**config.mk**
```make
export PLATFORM = sky130hd
export DESIGN_NAME = nic_ram
export DESIGN_NICKNAME = d
export VERILOG_FILES = /design/src/design/nic_ram.sv
export SDC_FILE = /design/constraint.sdc
export NUM_CORES = 1
export LEC_CHECK = 0
export ABC_AREA = 1
export BUFFER_PORTS_ARGS = -buffer_cell sky130_fd_sc_hd__buf_4
export CORE_ASPECT_RATIO = 1.2
export CORE_MARGIN = 2
export CORE_UTILIZATION = 40
export DETAILED_ROUTE_END_ITERATION = 8
export PLACE_DENSITY_LB_ADDON = 0.1
export SYNTH_ARGS = -nofsm -noshare
export SYNTH_HDL_FRONTEND = slang
export SYNTH_SLANG_ARGS = --single-unit
```
**constraint.sdc**
```tcl
create_clock -name clk -period 1.9 [get_ports clk]
set_input_delay 0.38 -clock clk [delete_from_list [all_inputs] [get_ports clk]]
set_output_delay 0.38 -clock clk [all_outputs]
set_load 0.005 [all_outputs]
```
**src/design/nic_ram.sv**
```systemverilog
//------------------------------------------------------------------------------
// nic_ram
// Generic single-port RAM with registered read.
//------------------------------------------------------------------------------
module nic_ram #(
	parameter int WIDTH = 8,
	parameter int DEPTH = 16
) (
	input  logic                     clk,
	input  logic                     we,
	input  logic [$clog2(DEPTH)-1:0] addr,
	input  logic [WIDTH-1:0]         wdata,
	output logic [WIDTH-1:0]         rdata
);
	logic [WIDTH-1:0] mem [DEPTH];

	always_ff @(posedge clk) begin
		if (we) mem[addr] <= wdata;
		rdata <= mem[addr];
	end
endmodule

```
==> Word-level counts from Yosys, hierarchy flattened <==
Memory sizes are Yosys's and may differ from the RTL's. A register that Yosys moved wholly into a read port is not among the register bits.
Index checks and enable logic that the tools add are counted.
{ "totals": {"reg_bits": 0, "ram_bits": 128, "inputBits": 14, "elab_cells": 3, "n_memories": 1} }
{ "classes": {"n_mux": 2} }
{ "memory_table": {"columns": ["memory", "depth", "word_bits", "read_ports", "rd_clocked_by_memory_dff", "wr", "line_no", "rtl"], "rows": [
  ["mem", 16, 8, 1, 1, 1, "15", "logic [WIDTH-1:0] mem [DEPTH];"]
]} }
{ "op_table": {"columns": ["operator", "n"], "rows": [
  ["$mux 1", 2]
]} }

==> Logic depth before layout (Yosys ltp) <==
Gate-level depths: netlist of run 1.
{ "depth": {"word_depth": 2, "depth_mapped": 11, "mapped_depth_nobuf": 9} }

==> Least setup slack after synthesis of run 1 <==
Ideal clock, no wire load.
{ "synth_timing": {"path_kind": "input to register", "from": "input port addr[1]", "to": "memory mem[3][0] (enable)", "t_arrival_ns": 1.387, "required_ns": 1.530, "setup_slack_ns": 0.143, "cell_stages": 4, "n_path_buf": 2, "path_cell_list": "buf_2 > clkbuf_1 > nand3_1 > nor2_1"} }
{ "synth_lines": {"columns": ["item", "line_no", "rtl"], "rows": [
  ["from (decl)", "11", "input logic [$clog2(DEPTH)-1:0] addr,"],
  ["to (decl)", "15", null]
]} }
No word-level cell before the write port.

==> Final worst setup path of run 1 <==
{ "layout_timing": {"from": "register rdata[7], read port of mem", "to": "output port rdata[7]"} }
{ "layout_lines": {"columns": ["item", "line_no", "rtl"], "rows": [
  ["from (decl)", "13", "output logic [WIDTH-1:0] rdata"]
]} }
No word-level cell between the ends.

==> flow_metrics.py, run 1 <==
metrics = {
    "status": {
        "status": "completed",
    },
    "clock_network": {
        "clock_latency_ps": 420,
        "clk_path_buf_depth": 2,
        "numCtsBuffers": 17,
        "cts_hold_buf": 0,
        "cts_max_level": 4,
        "cts_sinks": 136,
        "post_cts_resize_count": 0,
        "cts-root-buf": "clkbuf_16",
        "cts_setup_buffers": 0,
        "cts_tree": "done",
        "cts.clk_slew.worst_paths_ps": 50,
    },
    "route": {
        "num_vias": 3656,
        "finalWirelength_mm": 12.9,
        "drt_pass1_iterations": 4,
        "wl_per_cell_um": 16.6,
        "drt_iter0_drc": 197,
        "vias_per_cell": 4.71,
        "post-route-drc-count": 0,
        "drtAntennaViolNets": 0,
    },
    "placement": {
        "io_buffers": 21,
        "place_congestion": 0.773,
        "hpwl_mm": 8.27,
    },
    "cells_and_area": {
        "layout-drive-gt1-share": 0.129,
        "syn2layout_area_growth_pct": 19.0,
        "num-nets-final": 606,
        "diodes": 0,
        "fillCellCount": 1317,
    },
    "grt": {
        "grt_max_degree": 43,
        "grt_pass1_vias": 3574,
        "grt_pass1_wl_mm": 20.0,
        "grt_util_all_layers": 0.184,
        "grt_remaining_overflow": 0,
        "antenna_found_initial": 0,
    },
    "critical_path": {
        "critPathTopFamily": "flip-flops",
        "path_max_fanout": 1,
        "timing.rr.end": "rdata[3]",
        "worst_setup_path_start_kind": "flop",
        "reg2regPathDepth": 8,
        "cpMaxStageDelayCell": "dfxtp_1",
        "crit_type": "reg -> out",
        "r2r_slack_ps": 890,
        "path_buf_inv": 1,
        "cp_cell_sequence": "buf_4",
        "cp_data_arrival_time_ps": 850,
        "r2r-start": "mem[3][3]",
        "worst_setup_path_end_kind": "primary output",
        "slowest_delay_ps": 310,
        "critPathRequiredTime_ps": 1520,
    },
    "floorplanning": {
        "start_util": 0.406,
        "core_um2": 13800,
        "ioPinCount": 22,
        "fp.dieH_um": 134,
        "dieArea_um2": 14900,
        "die_w_um": 112,
        "rows": 47,
    },
    "synth": {
        "synth_cell_types": 11,
        "synthSimpleGateAreaFrac": 0.248,
        "synth_mux_area_frac": 0,
        "syn_area_um2": 5590,
        "syn_inst": 548,
        "synth-seq-cells": 136,
        "yosysWarnings": 0,
        "synth_top_family_by_area": "simple AND/OR/NAND/NOR gates",
        "synth_area_per_cell_um2": 10.2,
        "syn-num-nets": 562,
        "synth_compound_area_frac": 0,
        "synth-adder-area-share": 0,
        "ys_seq_area_frac": 0.716,
        "synth_xor_area_frac": 0,
    },
    "min_path": {
        "hp-class": "in -> reg",
        "whs_path_depth": 1,
        "hold_start": "wdata[2]",
        "min_to": "mem[3][2]",
    },
    "timing": {
        "hold_viol_final": 0,
        "fin_tns_setup_ps": 0,
        "min_period_over_period": 0.645,
        "slew_headroom": 0.718,
        "finalClockSkew_ps": 7.95,
        "setup_viol": 0,
        "rsz0062_at_grt": "no",
        "fin_crit_ps": 1230,
        "whs_ps": 326,
        "drv_slew": 0,
        "tightest_slew_ps": 423,
        "max_freq_ghz": 0.816,
    },
    "power_and_ir_drop": {
        "power.density_nw_per_um2": 1080,
        "p_leak_nw": 2.87,
        "ir_drop_mv": 0.653,
    },
    "flow_run": {
        "max_cap_viol_count": 0,
    },
}
==> worst max-delay path by stage <==
stage	startpoint	end	cells after the start
detailed placement	addr[0]	rdata[2]	10
global placement	addr[0]	rdata[2]	10
finish	rdata[7]	rdata[7]	1
CTS	rdata[7]	rdata[7]	1
floorplan	addr[1]	mem[3][0]	4
global route	addr[0]	rdata[3]	10
==> per-layer routing <==
| layer | GRT usage | part of all wire |
|---|---|---|
| met2 | 0.319 | 0.52 |
| met5 | 0 | 0 |
| met1 | 0.228 | 0.44 |
| met3 | 0.0478 | 0.032 |
| met4 | 0.0569 | 0.012 |
==> flip-flops by register name, summed over array words and instances, names as in the netlist <==
register / flops
rdata: 8
mem: 128
==> layout by cell type, fill, tap and decap left out <==
cell	instances
buf_12	1
clkbuf_16	17
clkinv_1	2
nand3_1	4
inv_1	21
clkinvlp_4	4
nand2_1	346
dfxtp_1	8
bufinv_16	4
nor2_1	18
clkinv_2	6
inv_2	1
edfxtp_1	128
buf_4	45
==> layout make-up <==
| class | count | area [um2] | area share |
|---|---|---|---|
| well taps | 171 | 214 | 0.0321 |
| clock inverters | 15 | 184 | 0.0276 |
| clock buffers | 17 | 425 | 0.0639 |
| multi-input cells | 368 | 1390 | 0.208 |
| repair buffers | 46 | 358 | 0.0537 |
| inverters | 23 | 86.3 | 0.0130 |
| flip-flops and latches | 136 | 4000 | 0.601 |
==> report_power, final <==
part / switching, mW / internal [mW] / leakage, nW
Combinational: 0.292 / 0.137 / 1.35
Clock: 1.19 / 2.17 / 0.292
Sequential: 0.0183 / 3.35 / 1.22
==> synth_stat cells (all sizes together) <==
master	instances	area share
clkbuf	3	0.0020
dfxtp	8	0.029
nand2	346	0.23
nor2	18	0.012
inv	22	0.015
clkinv	1	0.00067
nand3	4	0.0036
buf	18	0.019
edfxtp	128	0.69
==> through the flow <==
stage	power [mW]	cell area, um2	instances	setup WS (ps)	utilization
CTS	7.22	6660	776	652	0.484
floorplan	3.67	5590	548	143	-
global placement	3.87	6050	744	287	0.440
finish	7.16	6660	776	675	0.484
detailed placement	3.88	6050	744	263	0.440
global route	7.42	6660	776	576	0.484
==> kinds of logic after synthesis <==
| logic type | count (synthesis) |
|---|---|
| buffers and inverters | 44 |
| flip-flops | 136 |
| AND/OR/NAND/NOR | 368 |
Note: power is estimated with default switching activity, not from simulation.
==> run 2, diff against run 1 <==
==> constraint.sdc (replaced) <==
create_clock -name clk -period 1.2 [get_ports clk]
set_input_delay 0.24 -clock clk [delete_from_list [all_inputs] [get_ports clk]]
set_output_delay 0.24 -clock clk [all_outputs]
set_load 0.005 [all_outputs]
==> flow_metrics.py, run 2 (synthesized netlist as in run 1, its figures left out) <==
metrics = {
    "status": {
        "status": "completed",
    },
    "timing": {
        "max_freq_ghz": 0.864,
        "fin_crit_ps": 1160,
        "drv_slew": 0,
        "setup_viol": 0,
        "hold_viol_final": 0,
        "tightest_slew_ps": 318,
        "setup_ws_ps": 42.3,
        "whs_ps": 187,
        "fin_tns_setup_ps": 0,
        "slew_headroom": 0.787,
        "min_period_over_period": 0.965,
        "rsz0062_at_grt": "no",
        "finalClockSkew_ps": 8.95,
    },
    "placement": {
        "place_inst": 749,
        "place_congestion": 0.815,
        "place_area_um2": 6410,
        "io_buffers": 21,
        "hpwl_mm": 8.74,
        "dp_slack_ps": -174,
    },
    "floorplanning": {
        "fp.dieH_um": 134,
        "start_util": 0.406,
        "die_w_um": 112,
        "ioPinCount": 22,
        "rows": 47,
        "dieArea_um2": 14900,
        "core_um2": 13800,
    },
    "cells_and_area": {
        "layout_commonest_cell": "nand2_1",
        "final_util": 0.517,
        "layout-drive-gt1-share": 0.172,
        "final_cells": 781,
        "seq_area_um2": 4000,
        "top_regs": "mem x128, rdata x8",
        "syn2layout_area_growth_pct": 27.3,
        "finalInstanceArea_um2": 7120,
        "diodes": 0,
        "largest_reg_flops": 128,
        "multiInputGateArea_um2": 1560,
        "num-nets-final": 611,
        "fillCellCount": 1270,
        "regMostFlops": "mem",
        "final_cell_mix": "nand2_1, edfxtp_1, buf_4",
    },
    "critical_path": {
        "cpMaxStageDelayCell": "dfxtp_1",
        "r2r-start": "mem[10][4]",
        "critPathTopFamily": "flip-flops",
        "path_buf_inv": 1,
        "crit_type": "reg -> out",
        "cp_cell_sequence": "buf_4",
        "slowest_delay_ps": 380,
        "cp_data_arrival_time_ps": 920,
        "worst_setup_path_end_kind": "primary output",
        "crit_start": "rdata[1]",
        "worst_setup_path_start_kind": "flop",
        "path_max_fanout": 1,
        "critPathRequiredTime_ps": 960,
    },
    "power_and_ir_drop": {
        "p_leak_nw": 2.99,
        "power.density_nw_per_um2": 1740,
        "power.total_mw": 12.4,
        "ir_drop_mv": 1.12,
    },
    "route": {
        "post-route-drc-count": 0,
        "route.met3.wl_um": 386,
        "met1_length_mm": 5.97,
        "finalWirelength_mm": 13.5,
        "routed-wl-met2_mm": 7.03,
        "drt_iter0_drc": 225,
        "vias_per_cell": 4.75,
        "top_layer_used": "met4",
        "num_vias": 3713,
        "drt_pass1_iterations": 4,
        "wl_per_cell_um": 17.3,
        "drtAntennaViolNets": 0,
    },
    "clock_network": {
        "cts_sinks": 136,
        "post_cts_resize_count": 0,
        "cts_max_level": 4,
        "cts_tree": "done",
        "clock_latency_ps": 410,
        "cts-root-buf": "clkbuf_16",
        "numCtsBuffers": 17,
        "cts.clk_slew.worst_paths_ps": 60,
        "cts_hold_buf": 0,
        "cts_setup_buffers": 0,
        "clk_path_buf_depth": 2,
    },
    "grt": {
        "grt_pass1_wl_mm": 21.1,
        "antenna_found_initial": 0,
        "grt_remaining_overflow": 0,
        "grt_max_degree": 44,
        "grt_pass1_vias": 3736,
        "grt_util_all_layers": 0.192,
    },
    "min_path": {
        "hold_start": "wdata[3]",
        "hp-class": "in -> reg",
    },
    "flow_run": {
        "max_cap_viol_count": 0,
    },
}
-- run 2: cell types whose count changed in the layout (fill, tap and decap cells not counted), moves of 4 or more --
cell        delta
nor2_4        +16
nand3_1        -4
buf_4          -6
buf_12        +11
nand3_4        +4
nor2_1        -18
clkinv_2       -6
bufinv_16      +4
clkinvlp_4     -4
-- run 2: power breakdown --
group	internal [mW]	switching, mW
combinational	0.281	0.519
clock	4.32	1.92
sequential	5.31	0.0329
total	9.92	2.47
-- run 2: routing by layer --
metal	global-route usage	vias to the layer above
met1	0.240	1808
met2	0.335	47
met3	0.0419	7
li1	-	1851
met4	0.0569	0
met5	0	-
-- run 2: final timing paths --
path | slack, ps | cells after the start | to
max | 40 | 1 | rdata[1]
min | 190 | 1 | mem[12][3]
max reg2reg | 190 | 8 | rdata[4]
min reg2reg | 700 | 8 | rdata[5]
-- run 2: final cells by class --
class                           instances  area share
Inverter                               23      0.0142
Tap cell                              171      0.0300
Multi-Input combinational cell        368       0.219
Clock inverter                         12      0.0380
Timing Repair Buffer                   51      0.0749
Sequential cell                       136       0.562
Clock buffer                           20      0.0613
==> run 3, diff against run 2 <==
--- a/config.mk
+++ b/config.mk
@@ -10,6 +10,7 @@
 export CORE_ASPECT_RATIO = 1.2
 export CORE_MARGIN = 2
 export CORE_UTILIZATION = 40
+export CTS_CLUSTER_SIZE = 25
 export DETAILED_ROUTE_END_ITERATION = 8
 export PLACE_DENSITY_LB_ADDON = 0.1
 export SYNTH_ARGS = -nofsm -noshare
==> constraint.sdc (replaced) <==
create_clock -name clk -period 1.3 [get_ports clk]
set_input_delay 0.26 -clock clk [delete_from_list [all_inputs] [get_ports clk]]
set_output_delay 0.26 -clock clk [all_outputs]
set_load 0.005 [all_outputs]
==> flow_metrics.py, run 3 (synthesized netlist as in run 1, its figures left out) <==
metrics = {
    "floorplanning": {
        "ioPinCount": 22,
        "fp.dieH_um": 134,
        "core_um2": 13800,
        "rows": 47,
        "dieArea_um2": 14900,
        "die_w_um": 112,
        "start_util": 0.406,
    },
    "grt": {
        "grt_util_all_layers": 0.186,
        "grt_remaining_overflow": 0,
        "grt_max_degree": 35,
        "antenna_found_initial": 0,
        "grt_pass1_wl_mm": 20.6,
        "grt_pass1_vias": 3760,
    },
    "power_and_ir_drop": {
        "switchingPower_mw": 2.24,
        "power_frac_comb": 0.069,
        "clockPowerShare": 0.446,
        "seq_power_share": 0.484,
        "p_leak_nw": 2.87,
        "ir_drop_mv": 1.02,
        "power.total_mw": 10.2,
        "switching_share": 0.220,
        "power.density_nw_per_um2": 1490,
        "intPower_mw": 7.95,
    },
    "route": {
        "drt_pass1_iterations": 5,
        "post-route-drc-count": 0,
        "num_vias": 3658,
        "finalWirelength_mm": 12.9,
        "drtAntennaViolNets": 0,
        "vias_per_cell": 4.71,
        "wl_per_cell_um": 16.6,
        "drt_iter0_drc": 178,
        "met1_length_mm": 5.75,
        "route.met3.wl_um": 538,
        "top_layer_used": "met4",
        "routed-wl-met2_mm": 6.22,
    },
    "timing": {
        "drv_slew": 0,
        "rsz0062_at_grt": "no",
        "setup_ws_ps": 123,
        "tightest_slew_ps": 367,
        "hold_viol_final": 0,
        "setup_viol": 0,
        "slew_headroom": 0.756,
        "fin_crit_ps": 1180,
        "min_period_over_period": 0.905,
        "finalClockSkew_ps": 12.0,
        "max_freq_ghz": 0.850,
    },
    "placement": {
        "place_inst": 745,
        "io_buffers": 21,
        "place_area_um2": 6280,
        "dp_slack_ps": -131,
        "hpwl_mm": 8.47,
        "place_congestion": 0.864,
    },
    "critical_path": {
        "worst_setup_path_start_kind": "flop",
        "critPathTopFamily": "flip-flops",
        "cp_cell_sequence": "buf_4",
        "path_max_fanout": 1,
        "critPathRequiredTime_ps": 1040,
        "slowest_delay_ps": 380,
        "crit_type": "reg -> out",
        "cpMaxStageDelayCell": "dfxtp_1",
        "worst_setup_path_end_kind": "primary output",
        "cp_data_arrival_time_ps": 920,
        "path_buf_inv": 1,
    },
    "flow_run": {
        "max_cap_viol_count": 0,
    },
    "cells_and_area": {
        "syn2layout_area_growth_pct": 22.4,
        "finalInstanceArea_um2": 6850,
        "multiInputGateArea_um2": 1560,
        "seq_area_um2": 4000,
        "layout-drive-gt1-share": 0.163,
        "top_regs": "mem x128, rdata x8",
        "diodes": 0,
        "final_cell_mix": "nand2_1, edfxtp_1, buf_4",
        "fillCellCount": 1286,
        "layout_commonest_cell": "nand2_1",
        "num-nets-final": 607,
        "regMostFlops": "mem",
        "final_cells": 777,
        "largest_reg_flops": 128,
    },
    "clock_network": {
        "cts_sinks": 136,
        "clock_latency_ps": 410,
        "post_cts_resize_count": 0,
        "cts_tree": "done",
        "numCtsBuffers": 17,
        "cts.clk_slew.worst_paths_ps": 60,
        "cts_max_level": 4,
        "clk_path_buf_depth": 2,
        "cts-root-buf": "clkbuf_16",
        "cts_hold_buf": 0,
        "cts_setup_buffers": 0,
    },
    "min_path": {
        "hp-class": "in -> reg",
    },
    "status": {
        "status": "completed",
    },
}
==> run 3: changes by cell type in the layout (fill, tap and decap cells not counted), sizes merged <==
cell	change
bufinv	-6
clkinvlp	+1
buf	-4
clkbuf	-1
clkinv	+6
==> run 3: through the flow <==
stage               utilization  hold WS, ps  setup TNS, ps
detailed placement        0.457          635         -11140
global placement          0.457          639         -11230
finish                    0.497          221              0
floorplan                     -          359          -14.5
CTS                       0.497          207              0
global route              0.497          206              0
==> run 3: metal layers <==
layer	GRT usage	vias up
met1	0.240	1697
met5	0	-
li1	-	1847
met2	0.301	86
met3	0.0432	28
met4	0.0833	0
==> run 3: path summary, 6_finish.rpt <==
kind                            depth (start not counted)      start  slack, ps         to
worst max register to register                          8  mem[7][2]        280   rdata[2]
worst min-delay path                                    1   wdata[6]        220  mem[1][6]
worst min register to register                          8  mem[0][2]        690   rdata[2]
worst max-delay path                                    1   rdata[0]        120   rdata[0]
==> run 3: area by class of cell <==
type,count,share of cell area
Clock inverter,13,0.0190
Tap cell,171,0.0313
Timing Repair Buffer,47,0.0607
Inverter,23,0.0128
Sequential cell,136,0.585
Clock buffer,19,0.0632
Multi-Input combinational cell,368,0.228
==> run 3: power groups by stage <==
stage	registers, mW	logic, mW	clock network (mW)
2_1_floorplan	5.02	0.383	0
3_3_place_gp	5.03	0.716	0
3_5_place_dp	5.03	0.715	0
4_1_cts	4.94	0.718	4.61
5_1_grt	4.94	0.796	4.81
6_report	4.94	0.706	4.55
